**config.mk**
```make
export PLATFORM = sky130hd
export DESIGN_NAME = trig_rational_pi_canonicalizer
export DESIGN_NICKNAME = d
export VERILOG_FILES = /design/src/hw/rtl/trpc_pkg.sv /design/src/hw/rtl/trpc_datapath.sv /design/src/hw/rtl/trpc_ctrl.sv /design/src/hw/rtl/trig_rational_pi_canonicalizer.sv
export SDC_FILE = /design/constraint.sdc
export NUM_CORES = 2
export LEC_CHECK = 0
export BUFFER_PORTS_ARGS = -buffer_cell sky130_fd_sc_hd__buf_2
export CAP_MARGIN = 40
export CELL_PAD_IN_SITES_DETAIL_PLACEMENT = 1
export CELL_PAD_IN_SITES_GLOBAL_PLACEMENT = 2
export CORE_ASPECT_RATIO = 1.4
export CORE_MARGIN = 4
export CORE_UTILIZATION = 30
export DETAILED_ROUTE_END_ITERATION = 10
export GPL_TIMING_DRIVEN = 1
export PLACE_DENSITY = 0.62
export SLEW_MARGIN = 20
export SYNTH_ARGS = -nofsm -noshare
export SYNTH_HDL_FRONTEND = slang
export SYNTH_HIERARCHICAL = 1
export SYNTH_SLANG_ARGS = --single-unit
export TNS_END_PERCENT = 50
```
**constraint.sdc**
```tcl
create_clock -name i_clk -period 9.2 [get_ports i_clk]
set_input_delay 2.3 -clock i_clk [delete_from_list [all_inputs] [get_ports i_clk]]
set_output_delay 2.3 -clock i_clk [all_outputs]
set_load 0.005 [all_outputs]
```
**src/hw/rtl/trpc_pkg.sv**
```systemverilog
`default_nettype none
package trpc_pkg;
    localparam int NW = 32;
    localparam int DW = 31;
    localparam int WW = 34;
    typedef logic [WW-1:0] t_word;

    typedef enum logic [2:0] {
        FC_SIN = 3'd0, FC_COS = 3'd1, FC_TAN = 3'd2,
        FC_COT = 3'd3, FC_SEC = 3'd4, FC_CSC = 3'd5
    } t_func;

    typedef enum logic [3:0] {
        OP_NONE, OP_LOAD, OP_MOD_INIT, OP_MOD_STEP, OP_FOLD,
        OP_GCD_STEP, OP_DIV_INIT, OP_DIV_STEP, OP_DIV_DONE,
        OP_COMP_INIT, OP_PICK
    } t_op;

    typedef struct packed {
        t_op  op;
        logic sel_b;
    } t_cmd;

    typedef struct packed {
        logic bad;
        logic div_done;
        logic gcd_done;
        logic gcd_one;
        logic n_zero;
    } t_stat;
endpackage
`default_nettype wire

```
**src/hw/rtl/trpc_datapath.sv**
```systemverilog
`default_nettype none
module trpc_datapath (
    input  wire logic                  i_clk,
    input  wire logic [2:0]            i_func_code,
    input  wire logic [trpc_pkg::NW-1:0] i_numer,
    input  wire logic [trpc_pkg::DW-1:0] i_denom,
    input  wire trpc_pkg::t_cmd        i_cmd,
    output      trpc_pkg::t_stat       o_stat,
    output      logic [2:0]            o_func,
    output      logic [30:0]           o_numer,
    output      logic [31:0]           o_denom,
    output      logic                  o_neg,
    output      logic                  o_bad
);
    localparam int CW = $clog2(trpc_pkg::WW + 1);
    trpc_pkg::t_word r_n, r_d, r_a, r_b, r_q, r_rem, r_div, r_an, r_ad, r_n0, r_d0;
    logic [2:0] r_fc;
    logic r_neg, r_negin, r_sel;
    logic [CW-1:0] r_cnt;
    logic [trpc_pkg::NW-1:0] r_raw;
    trpc_pkg::t_word trial, rem_sh, mag;

    assign mag = r_raw[trpc_pkg::NW-1]
        ? trpc_pkg::WW'((~{2'b0, r_raw}) + 1'b1) & {{(trpc_pkg::WW-trpc_pkg::NW){1'b0}},
            {trpc_pkg::NW{1'b1}}}
        : {{(trpc_pkg::WW-trpc_pkg::NW){1'b0}}, r_raw};
    assign rem_sh = {r_rem[trpc_pkg::WW-2:0], r_q[trpc_pkg::WW-1]};
    assign trial  = rem_sh - r_div;

    assign o_stat.bad      = o_bad;
    assign o_stat.div_done = (r_cnt == '0);
    assign o_stat.gcd_done = (r_b == '0);
    assign o_stat.gcd_one  = (r_a == trpc_pkg::t_word'(1));
    assign o_stat.n_zero   = (r_n == '0);

    always_ff @(posedge i_clk) begin
        case (i_cmd.op)
            trpc_pkg::OP_LOAD: begin
                r_fc  <= i_func_code;
                r_raw <= i_numer;
                r_d   <= {3'b0, i_denom};
                r_neg <= 1'b0;
                o_bad <= (i_denom == '0) || (i_func_code > trpc_pkg::FC_CSC);
            end
            trpc_pkg::OP_MOD_INIT: begin
                r_q   <= mag;
                r_rem <= '0;
                r_div <= (r_fc == trpc_pkg::FC_TAN || r_fc == trpc_pkg::FC_COT)
                    ? r_d : {r_d[trpc_pkg::WW-2:0], 1'b0};
                r_cnt <= CW'(trpc_pkg::WW);
                r_negin <= r_raw[trpc_pkg::NW-1];
            end
            trpc_pkg::OP_DIV_INIT: begin
                r_q   <= i_cmd.sel_b ? r_d : r_n;
                r_rem <= '0;
                r_div <= r_a;
                r_cnt <= CW'(trpc_pkg::WW);
            end
            trpc_pkg::OP_MOD_STEP, trpc_pkg::OP_DIV_STEP: begin
                if (!trial[trpc_pkg::WW-1] || rem_sh >= r_div) begin
                    r_rem <= (rem_sh >= r_div) ? trial : rem_sh;
                    r_q   <= {r_q[trpc_pkg::WW-2:0], rem_sh >= r_div};
                end else begin
                    r_rem <= rem_sh;
                    r_q   <= {r_q[trpc_pkg::WW-2:0], 1'b0};
                end
                r_cnt <= r_cnt - 1'b1;
            end
            trpc_pkg::OP_FOLD: begin
                trpc_pkg::t_word m, n1, d2;
                m  = (r_negin && r_rem != '0) ? r_div - r_rem : r_rem;
                d2 = {r_d[trpc_pkg::WW-2:0], 1'b0};
                n1 = m;
                if (r_fc == trpc_pkg::FC_TAN || r_fc == trpc_pkg::FC_COT) begin
                    if ({n1[trpc_pkg::WW-2:0], 1'b0} > r_d) begin
                        r_neg <= 1'b1; n1 = r_d - n1;
                    end
                end else if (r_fc == trpc_pkg::FC_SIN || r_fc == trpc_pkg::FC_CSC) begin
                    if (n1 > r_d) begin r_neg <= 1'b1; n1 = n1 - r_d; end
                    if ({n1[trpc_pkg::WW-2:0], 1'b0} > r_d) n1 = r_d - n1;
                end else begin
                    if (n1 > r_d) n1 = d2 - n1;
                    if ({n1[trpc_pkg::WW-2:0], 1'b0} > r_d) begin
                        r_neg <= 1'b1; n1 = r_d - n1;
                    end
                end
                r_n <= n1;
                r_a <= n1;
                r_b <= r_d;
                r_sel <= 1'b0;
            end
            trpc_pkg::OP_GCD_STEP: begin
                if (r_cnt == '0) begin
                    r_q   <= r_a;
                    r_rem <= '0;
                    r_div <= r_b;
                    r_cnt <= CW'(trpc_pkg::WW);
                end
            end
            trpc_pkg::OP_DIV_DONE: begin
                if (i_cmd.sel_b) r_d <= r_q; else r_n <= r_q;
            end
            trpc_pkg::OP_COMP_INIT: begin
                r_n0 <= r_n;
                r_d0 <= r_d;
                r_n  <= r_d - {r_n[trpc_pkg::WW-2:0], 1'b0};
                r_d  <= {r_d[trpc_pkg::WW-2:0], 1'b0};
                r_a  <= r_d - {r_n[trpc_pkg::WW-2:0], 1'b0};
                r_b  <= {r_d[trpc_pkg::WW-2:0], 1'b0};
                r_sel <= 1'b1;
            end
            trpc_pkg::OP_PICK: begin
                if (o_bad) begin
                    o_func <= '0; o_numer <= '0; o_denom <= '0; o_neg <= 1'b0;
                end else if (!r_sel) begin
                    o_func <= r_fc; o_numer <= 31'(r_n); o_denom <= 32'd1;
                    o_neg <= r_neg;
                end else begin
                    o_neg <= r_neg;
                    if (r_n < r_n0) begin
                        o_func  <= r_fc ^ 3'd1;
                        o_numer <= 31'(r_n);
                        o_denom <= (r_n == '0) ? 32'd1 : 32'(r_d);
                    end else begin
                        o_func  <= r_fc;
                        o_numer <= 31'(r_n0);
                        o_denom <= 32'(r_d0);
                    end
                end
            end
            default: begin
            end
        endcase
        if (i_cmd.op == trpc_pkg::OP_GCD_STEP && r_cnt != '0) begin
            if (rem_sh >= r_div) begin
                r_rem <= trial;
                r_q   <= {r_q[trpc_pkg::WW-2:0], 1'b1};
            end else begin
                r_rem <= rem_sh;
                r_q   <= {r_q[trpc_pkg::WW-2:0], 1'b0};
            end
            r_cnt <= r_cnt - 1'b1;
            if (r_cnt == CW'(1)) begin
                r_a <= r_b;
                r_b <= (rem_sh >= r_div) ? trial : rem_sh;
            end
        end
    end
endmodule
`default_nettype wire

```
**src/hw/rtl/trpc_ctrl.sv**
```systemverilog
`default_nettype none
module trpc_ctrl (
    input  wire logic           i_clk,
    input  wire logic           i_rst_n,
    input  wire logic           i_valid,
    input  wire logic           i_out_stall,
    input  wire trpc_pkg::t_stat i_stat,
    output      logic           o_stall,
    output      logic           o_valid,
    output      trpc_pkg::t_cmd o_cmd
);
    typedef enum logic [3:0] {
        S_IDLE, S_CHECK, S_MINIT, S_MOD, S_FOLD, S_GCD, S_DIVN, S_DIVD,
        S_NEXT, S_PICK, S_OUT
    } t_state;
    t_state r_state;
    logic   r_comp, r_side;

    assign o_stall = (r_state != S_IDLE);

    always_comb begin
        o_cmd = '{op: trpc_pkg::OP_NONE, sel_b: (r_state == S_DIVD)};
        case (r_state)
            S_IDLE:  if (i_valid) o_cmd.op = trpc_pkg::OP_LOAD;
            S_MINIT: o_cmd.op = trpc_pkg::OP_MOD_INIT;
            S_MOD:   o_cmd.op = i_stat.div_done ? trpc_pkg::OP_FOLD : trpc_pkg::OP_MOD_STEP;
            S_GCD:   if (!i_stat.gcd_done || !i_stat.div_done)
                         o_cmd.op = trpc_pkg::OP_GCD_STEP;
                     else if (!i_stat.gcd_one) o_cmd.op = trpc_pkg::OP_DIV_INIT;
            S_DIVN:  o_cmd.op = i_stat.div_done ? trpc_pkg::OP_DIV_DONE
                                                : trpc_pkg::OP_DIV_STEP;
            S_DIVD:  if (r_side) o_cmd.op = trpc_pkg::OP_DIV_INIT;
                     else o_cmd.op = i_stat.div_done ? trpc_pkg::OP_DIV_DONE
                                                     : trpc_pkg::OP_DIV_STEP;
            S_NEXT:  if (!i_stat.n_zero && !r_comp) o_cmd.op = trpc_pkg::OP_COMP_INIT;
            S_PICK:  o_cmd.op = trpc_pkg::OP_PICK;
            default: begin
            end
        endcase
    end

    always_ff @(posedge i_clk) begin
        if (!i_rst_n) begin
            r_state <= S_IDLE;
            o_valid <= 1'b0;
            r_comp  <= 1'b0;
            r_side  <= 1'b0;
        end else begin
            case (r_state)
                S_IDLE: if (i_valid) begin
                    r_state <= S_CHECK; r_comp <= 1'b0;
                end
                S_CHECK: r_state <= i_stat.bad ? S_PICK : S_MINIT;
                S_MINIT: r_state <= S_MOD;
                S_MOD:   if (i_stat.div_done) r_state <= S_GCD;
                S_GCD:   if (i_stat.gcd_done && i_stat.div_done) begin
                    if (i_stat.gcd_one) r_state <= S_NEXT;
                    else begin r_state <= S_DIVN; r_side <= 1'b0; end
                end
                S_DIVN:  if (i_stat.div_done) begin
                    r_state <= S_DIVD; r_side <= 1'b1;
                end
                S_DIVD:  if (r_side) begin
                    r_side <= 1'b0;
                end else if (i_stat.div_done) r_state <= S_NEXT;
                S_NEXT: begin
                    if (i_stat.n_zero || r_comp) r_state <= S_PICK;
                    else begin r_comp <= 1'b1; r_state <= S_GCD; end
                end
                S_PICK: begin r_state <= S_OUT; o_valid <= 1'b1; end
                S_OUT: if (!i_out_stall) begin
                    o_valid <= 1'b0; r_state <= S_IDLE;
                end
                default: r_state <= S_IDLE;
            endcase
        end
    end
endmodule
`default_nettype wire

```
**src/hw/rtl/trig_rational_pi_canonicalizer.sv**
```systemverilog
// Trig canonicalizer for rational multiples of pi.
// Input channel: i_valid / o_stall with i_func_code, i_numer, i_denom.
// Output channel: o_valid / i_stall with o_valid_res, o_func_out,
// o_numer_out, o_denom_out, o_negate.
// One beat is worked at a time by a shared restoring divider (one bit
// per cycle): a modulo pass, a gcd for the angle and, if it is not one,
// two divides by it; a nonzero angle then gets the same for its complement.
// A zero denominator or unknown code goes from the check state
// straight to the pick state. Otherwise the time taken grows with the
// number of gcd remainder steps (up to about 45 per gcd at 31- and
// 32-bit operands).
// Throughput: one beat in flight; the next beat is accepted the cycle
// after the result beat is taken.
// o_stall is high from acceptance until the result beat is taken.
// The result holds on the output while i_stall is high.
// Reset (synchronous, active low) drops any beat in flight.
// A zero denominator or unknown code gives o_valid_res low.
`default_nettype none
module trig_rational_pi_canonicalizer (
    input  wire logic        i_clk,
    input  wire logic        i_rst_n,
    input  wire logic        i_valid,
    output      logic        o_stall,
    input  wire logic [2:0]  i_func_code,
    input  wire logic [31:0] i_numer,
    input  wire logic [30:0] i_denom,
    output      logic        o_valid,
    input  wire logic        i_stall,
    output      logic        o_valid_res,
    output      logic [2:0]  o_func_out,
    output      logic [30:0] o_numer_out,
    output      logic [31:0] o_denom_out,
    output      logic        o_negate
);
    trpc_pkg::t_cmd  cmd;
    trpc_pkg::t_stat stat;
    logic bad;

    trpc_ctrl u_ctrl (
        .i_clk(i_clk), .i_rst_n(i_rst_n), .i_valid(i_valid),
        .i_out_stall(i_stall), .i_stat(stat), .o_stall(o_stall),
        .o_valid(o_valid), .o_cmd(cmd)
    );

    trpc_datapath u_dp (
        .i_clk(i_clk), .i_func_code(i_func_code), .i_numer(i_numer),
        .i_denom(i_denom), .i_cmd(cmd), .o_stat(stat),
        .o_func(o_func_out), .o_numer(o_numer_out), .o_denom(o_denom_out),
        .o_neg(o_negate), .o_bad(bad)
    );

    assign o_valid_res = !bad;
endmodule
`default_nettype wire

```
## After elaboration in Yosys (flattened, before gate mapping)

Cells that the tools add are included.
W data, S select, Z words.

| storage, ports and cells | value |
|---|---|
| register bits | 423 |
| output and inout port bits | 70 |

| cells by class | value |
|---|---|
| add/subtract/negate cells | 10 |
| $lt $le $gt $ge | 7 |
| eq/ne operators | 40 |
| muxes and demuxes | 84 |
| bitwise operators | 3 |
| reductions and logical operators | 48 |

Operators with widths:

| operator | number |
|---|---|
| $mux W34 | 29 |
| $pmux W34 S3 | 4 |
| $sub A34 B34 Y34 | 8 |
| $gt A34 B34 Y1 | 4 |
| $pmux W34 S2 | 2 |
| $pmux W34 S4 | 1 |
| $mux W32 | 3 |
| $logic_not A34 Y1 | 2 |
| $mux W31 | 2 |
| $mux W4 | 14 |
| $pmux W4 S10 | 1 |
| $eq A34 B1 Y1 const B | 1 |
| $ge A34 B34 Y1 | 1 |
| $lt A34 B34 Y1 | 1 |
| $reduce_bool A34 Y1 | 1 |
| $add A32 B1 Y32 const B | 1 |
| $not A32 Y32 | 1 |
| $pmux W4 S8 | 1 |
| $logic_not A31 Y1 | 1 |
| $eq A4 B3 Y1 const B | 7 |
| $eq A4 B4 Y1 const B | 6 |
| $pmux W6 S3 | 1 |
| $mux W1 | 17 |
| $eq A4 B2 Y1 const B | 4 |
| 32 further kinds | 79 |

## Logic depth before layout (Yosys ltp)

| logic depth | value |
|---|---|
| depth in word-level cells | 15 |
| depth in mapped cells | 41 |

## Cells and area by module

Netlist, hierarchy kept.

By module, submodules not included:

| module | times used | cells an instance | area each (µm²) | sequential area each (µm²) |
|---|---|---|---|---|
| trpc_datapath | 1 | 4756 | 39481.6 | 11811.3 |
| trpc_ctrl | 1 | 101 | 743.2 | 140.1 |
| trig_rational_pi_canonicalizer | 1 | 1 | 3.8 | 0.0 |

## Worst setup path before layout

OpenSTA, ideal clock, no wires.

| path | value |
|---|---|
| path kind | flip-flop to flip-flop |
| start | reg u_dp.r_rem[13] |
| end | reg u_dp.r_n[12], data pin |
| arrival | 7814 ps |
| setup slack | 1123 ps |
| cell stages (with the launch flop) | 35 |
| buffers on the path | 7 |
| clock period less this slack | 8077 ps |
| cell sequence | edfxtp_1 > nor4_1 > nand3_1 > o31ai_2 > clkbuf_1 > clkbuf_1 > nand2_1 > o21ai_1 > inv_1 > ha_1 > fa_1 > nor2b_1 > o31a_1 > o31a_1 > o211ai_1 > a21boi_1 > a21oi_1 > a21oi_1 > clkbuf_1 > buf_2 > nor2_1 > or2_2 > ha_1 > a21oi_1 > o21ai_0 > a221oi_1 > o211ai_1 > o21ai_0 > clkbuf_1 > clkbuf_1 > clkbuf_1 > a211oi_1 > o21bai_1 > o21ai_0 > nand3_1 |

| on the way | value |
|---|---|
| longest elaborated chain between the ends | 13 |

Ends and longest elaborated chain:

| item | line | source |
|---|---|---|
| start, declared | trpc_datapath.sv:16 | `trpc_pkg::t_word r_n, r_d, r_a, r_b, r_q, r_rem, r_div, r_an, r_ad, r_n0, r_d0;` |
| start signal, assigned | trpc_datapath.sv:61 | `r_rem <= (rem_sh >= r_div) ? trial : rem_sh;` |
| start signal, assigned | trpc_datapath.sv:64 | `r_rem <= rem_sh;` |
| start signal, assigned | trpc_datapath.sv:136 | `r_rem <= trial;` |
| branches (longest 2 deep; another with $sub A34 B34 Y34) | n/a |  |
| $mux W34 (*) | trpc_datapath.sv:71 | `m = (r_negin && r_rem != '0) ? r_div - r_rem : r_rem;` |
| $sub A34 B34 Y34 (tied with other cells) | trpc_datapath.sv:82 | `if (n1 > r_d) n1 = d2 - n1;` |
| $mux W34 (on tied branches) | trpc_datapath.sv:82, trpc_datapath.sv:79 |  |
| $mux W34 | trpc_datapath.sv:78 | `end else if (r_fc == trpc_pkg::FC_SIN \|\| r_fc == trpc_pkg::FC_CSC) begin` |
| $mux W34 | trpc_datapath.sv:74 | `if (r_fc == trpc_pkg::FC_TAN \|\| r_fc == trpc_pkg::FC_COT) begin` |
| $mux W34 | trpc_datapath.sv:37 | `case (i_cmd.op)` |
| $sub A34 B34 Y34 (tied with other cells) | trpc_datapath.sv:84 | `r_neg <= 1'b1; n1 = r_d - n1;` |
| $mux W34 (on tied branches) | trpc_datapath.sv:83, trpc_datapath.sv:80 |  |
| $mux W34 | trpc_datapath.sv:78 |  |
| $mux W34 (*) | trpc_datapath.sv:74 |  |
| $pmux W34 S3 (*) | trpc_datapath.sv:37 |  |
| end signal, assigned | trpc_datapath.sv:87 | `r_n <= n1;` |
| end signal, assigned | trpc_datapath.sv:101 | `if (i_cmd.sel_b) r_d <= r_q; else r_n <= r_q;` |
| end signal, assigned | trpc_datapath.sv:106 | `r_n <= r_d - {r_n[trpc_pkg::WW-2:0], 1'b0};` |
| end, declared | trpc_datapath.sv:16 |  |

Mark *: on every way between the ends. The select of a mux whose other input is x is not followed.
A chain may end at the register's enable or synchronous reset.

## Worst setup path after layout

| path | value |
|---|---|
| start | reg u_dp.r_rem[26] |
| end | reg u_dp.r_n[26], data pin |

The elaborated chain is that of the path after synthesis.

==> run_results.csv <==
group,metric,value,unit
place,io_buffer_count,139,
worst_setup_path,cpPeakStageDelay,0.56,ns
worst_setup_path,cp-end-kind,"flop",
route,ant_nets,0,
logic_synthesis,yosysTopAreaCell,"edfxtp_1",
sta,fin_crit,8.92,ns
worst_setup_path,r2r_start,"u_dp/r_rem[26]$_DFFE_PP_",
global_route,grt_max_degree,68,
clocking,path_clk_slew,0.08,ns
layout,layout-drive-gt1-share,0.190,
worst_setup_path,cp-start-kind,"flop",
route,post-route-drc-count,0,
clocking,cts_inserted_buffers,50,
global_route,grt_pass1_vias,44400,
clocking,cts.sinks,423,
clocking,cts-root-buf,"clkbuf_16",
sta,finalCritPeriodShare,0.969,
sta,tightest_slew,0.924,ns
worst_setup_path,crit_slowest_cell,"edfxtp_1",
logic_synthesis,ys_warn_count,6,
route,via_per_inst,5.89,
layout,regArea,12000,µm²
run_status,status,"finished clean",
route,totalWireLength,238,mm
worst_setup_path,ff2ff_path_depth,36,
worst_setup_path,crit_fanout,19,
route,wl_per_cell,32.5,µm
logic_synthesis,synth_seq_cells,423,
clocking,cts_max_path_buffers,3,
layout,fin_cells,7329,
worst_setup_path,arrival,9.42,ns
hold_path,hold_class,"reg -> reg",
global_route,gr-total-overflow,0,
place,dp.cells,7222,
hold_path,holdPathStages,2,
sta,relSlewSlack,0.378,
route,dr.first_iter.drc_count,3686,
place,gp_congestion,0.978,
run,cap_violations,0,
global_route,grt.total_usage,0.328,
logic_synthesis,synth_top_area_frac,0.260,
die,initial_core_util,0.303,
logic_synthesis,synth_area_leaders,"edfxtp_1 (26%), ha_1 (12%), a21oi_1 (5.9%)",
layout,fillCellCount,15900,
layout,multi_input_area,26300,µm²
logic_synthesis,mappedNetlistArea,40200,µm²
route,vias,43200,
route,first_pass_iters,6,
logic_synthesis,synth_ff_type,"edfxtp_1",
worst_setup_path,cp_data_required_time,9.71,ns
logic_synthesis,synth_common_cells,"a21oi_1 (473), nor2_1 (399), ha_1 (396)",
die,rows,158,
sta,fin_hold_ws,0.520,ns
clocking,cts_tree,"built",
global_route,grt_first_pass_wirelength,334,mm
logic_synthesis,ys_seq_area_frac,0.297,
clocking,cts_max_level,2,
place,dpl_cell_area,47800,µm²
global_route,grt_antenna_before_repair,11,
layout,final_nets,5997,
sta,finClkSkew,0.0348,ns
logic_synthesis,synth_edf_count,348,
worst_setup_path,r2r_end,"u_dp/r_n[26]$_DFFE_PP_",
die,core,133000,µm²
sta,hold_viol,0,
sta,setup_violations,0,
sta,fmax,112,MHz
place,place_hpwl,195,mm
sta,drv_slew,0,
clocking,clk_latency,0.68,ns
logic_synthesis,syn_area_per_cell,8.28,µm²
logic_synthesis,yosysMostFrequentCell,"a21oi_1",
die,dieWidth,317,µm
hold_path,min_to,"u_ctrl/r_comp$_SDFFE_PN0P_",
hold_path,min_from,"u_ctrl/r_comp$_SDFFE_PN0P_",
logic_synthesis,ys_async_sr_fraction,0,
logic_synthesis,synth_fp_nets,5332,
die,io_pins,140,
die,die_h,441,µm
layout,area_delta_synth_final,24.1,%
die,dieArea,140000,µm²
logic_synthesis,syn_inst,4858,
logic_synthesis,synth_cell_type_count,94,
worst_setup_path,ff2ff_setup_slack,0.28,ns
worst_setup_path,cp_common_cell,"buf_4",
worst_setup_path,path_class,"reg -> reg",
layout,final_area,49900,µm²
==> per-stage QoR <==
| step | utilization | setup WS (ns) | TNS [ns] |
|---|---|---|---|
| 5_1_grt | 0.376 | -0.0282 | -0.0339 |
| 4_1_cts | 0.374 | 0.0228 | 0 |
| 3_3_place_gp | 0.359 | -0.428 | -9.55 |
| 2_1_floorplan | - | 1.12 | 0 |
| 3_5_place_dp | 0.360 | -0.298 | -4.61 |
| 6_report | 0.376 | 0.282 | 0 |
==> cell families after synthesis <==
family,after synthesis,share of synthesized area
compound gates,1692,0.272
xor+xnor,249,0.0542
simple gates,1363,0.161
flops,423,0.297
fa+ha+maj,404,0.127
buf+inv,604,0.0573
mux,123,0.0309
==> what timing repair did <==
| item | CTS | global route |
|---|---|---|
| cloned | 0 | 0 |
| pin swaps | 0 | 3 |
| hold buffers | 0 | 0 |
| gates resized for setup | 7 | 19 |
| setup endpoints to repair | 51 | 62 |
| buffers inserted | 0 | 5 |
==> critical path, delay by kind of cell (launching register included) <==
family | cells | cell delay [ns]
adder cells (fa/ha/maj) | 3 | 1.09
AND/OR/NAND/NOR | 4 | 0.76
multiplexers | 1 | 0.41
buffers and inverters | 8 | 1.34
flip-flops | 1 | 0.56
AO/OA/AOI/OAI | 19 | 4.44
XOR/XNOR | 1 | 0.12
==> cell type report <==
| cell class | instances | share of cell area |
|---|---|---|
| antenna | 6 | 0.000301 |
| tap | 1760 | 0.0441 |
| multi-input combinational | 3831 | 0.527 |
| sequential | 423 | 0.239 |
| timing repair buffer | 858 | 0.125 |
| clock buffer | 57 | 0.0266 |
| inverter | 359 | 0.0270 |
| clock inverter | 35 | 0.0109 |
==> registers in the layout, indices dropped and copies added (netlist names), 34 cells and up <==
register	flops
u_dp/r_a	34
u_dp/r_b	34
u_dp/r_d	34
u_dp/r_div	34
u_dp/r_n0	34
u_dp/r_n	34
u_dp/r_q	34
u_dp/r_rem	34
==> worst max path at each step <==
stage	from	end	slack, ns
final	u_dp/r_rem[26]$_DFFE_PP_	u_dp/r_n[26]$_DFFE_PP_	0.28
after global routing	u_dp/r_rem[0]$_DFFE_PP_	u_dp/r_n[6]$_DFFE_PP_	-0.03
after CTS	u_dp/r_rem[26]$_DFFE_PP_	u_dp/r_n[33]$_DFFE_PP_	0.02
after detailed placement	u_dp/r_rem[1]$_DFFE_PP_	u_dp/r_n[2]$_DFFE_PP_	-0.30
after global placement	u_dp/r_rem[1]$_DFFE_PP_	u_dp/r_n[10]$_DFFE_PP_	-0.43
after floorplan	u_dp/r_rem[13]$_DFFE_PP_	u_dp/r_n[12]$_DFFE_PP_	1.12
==> cells in the final DEF, fill, tap and decap left out, types with 38 or more instances in the layout <==
cell       count
nand2b_1      43
xnor2_1      152
o211ai_1      56
edfxtp_1     348
o21ai_0      289
buf_2        150
a21oi_1      469
nor2b_1       38
nor3_1        55
o21a_1        45
a21o_1       204
nor4_1        53
a211oi_1      89
nand2_1      382
dfxtp_1       75
nand4_1       80
nand3_1      137
xor2_1        97
a22oi_1       86
clkbuf_16     51
o21bai_1      46
nor2_1       389
buf_4        692
inv_1        356
o22ai_1       41
a31oi_1       72
mux2i_1      113
ha_1         395
==> layer usage <==
layer  track usage  wire length, µm  up-vias
li1              -                -    19400
met1         0.389            95400    21900
met2         0.582           116000     1411
met3        0.0316            10800      442
met4         0.185            16600        2
met5             0               20        -
Power is not shown: default switching activity piles up to over one toggle a cycle in this logic, so the estimate is an artifact.
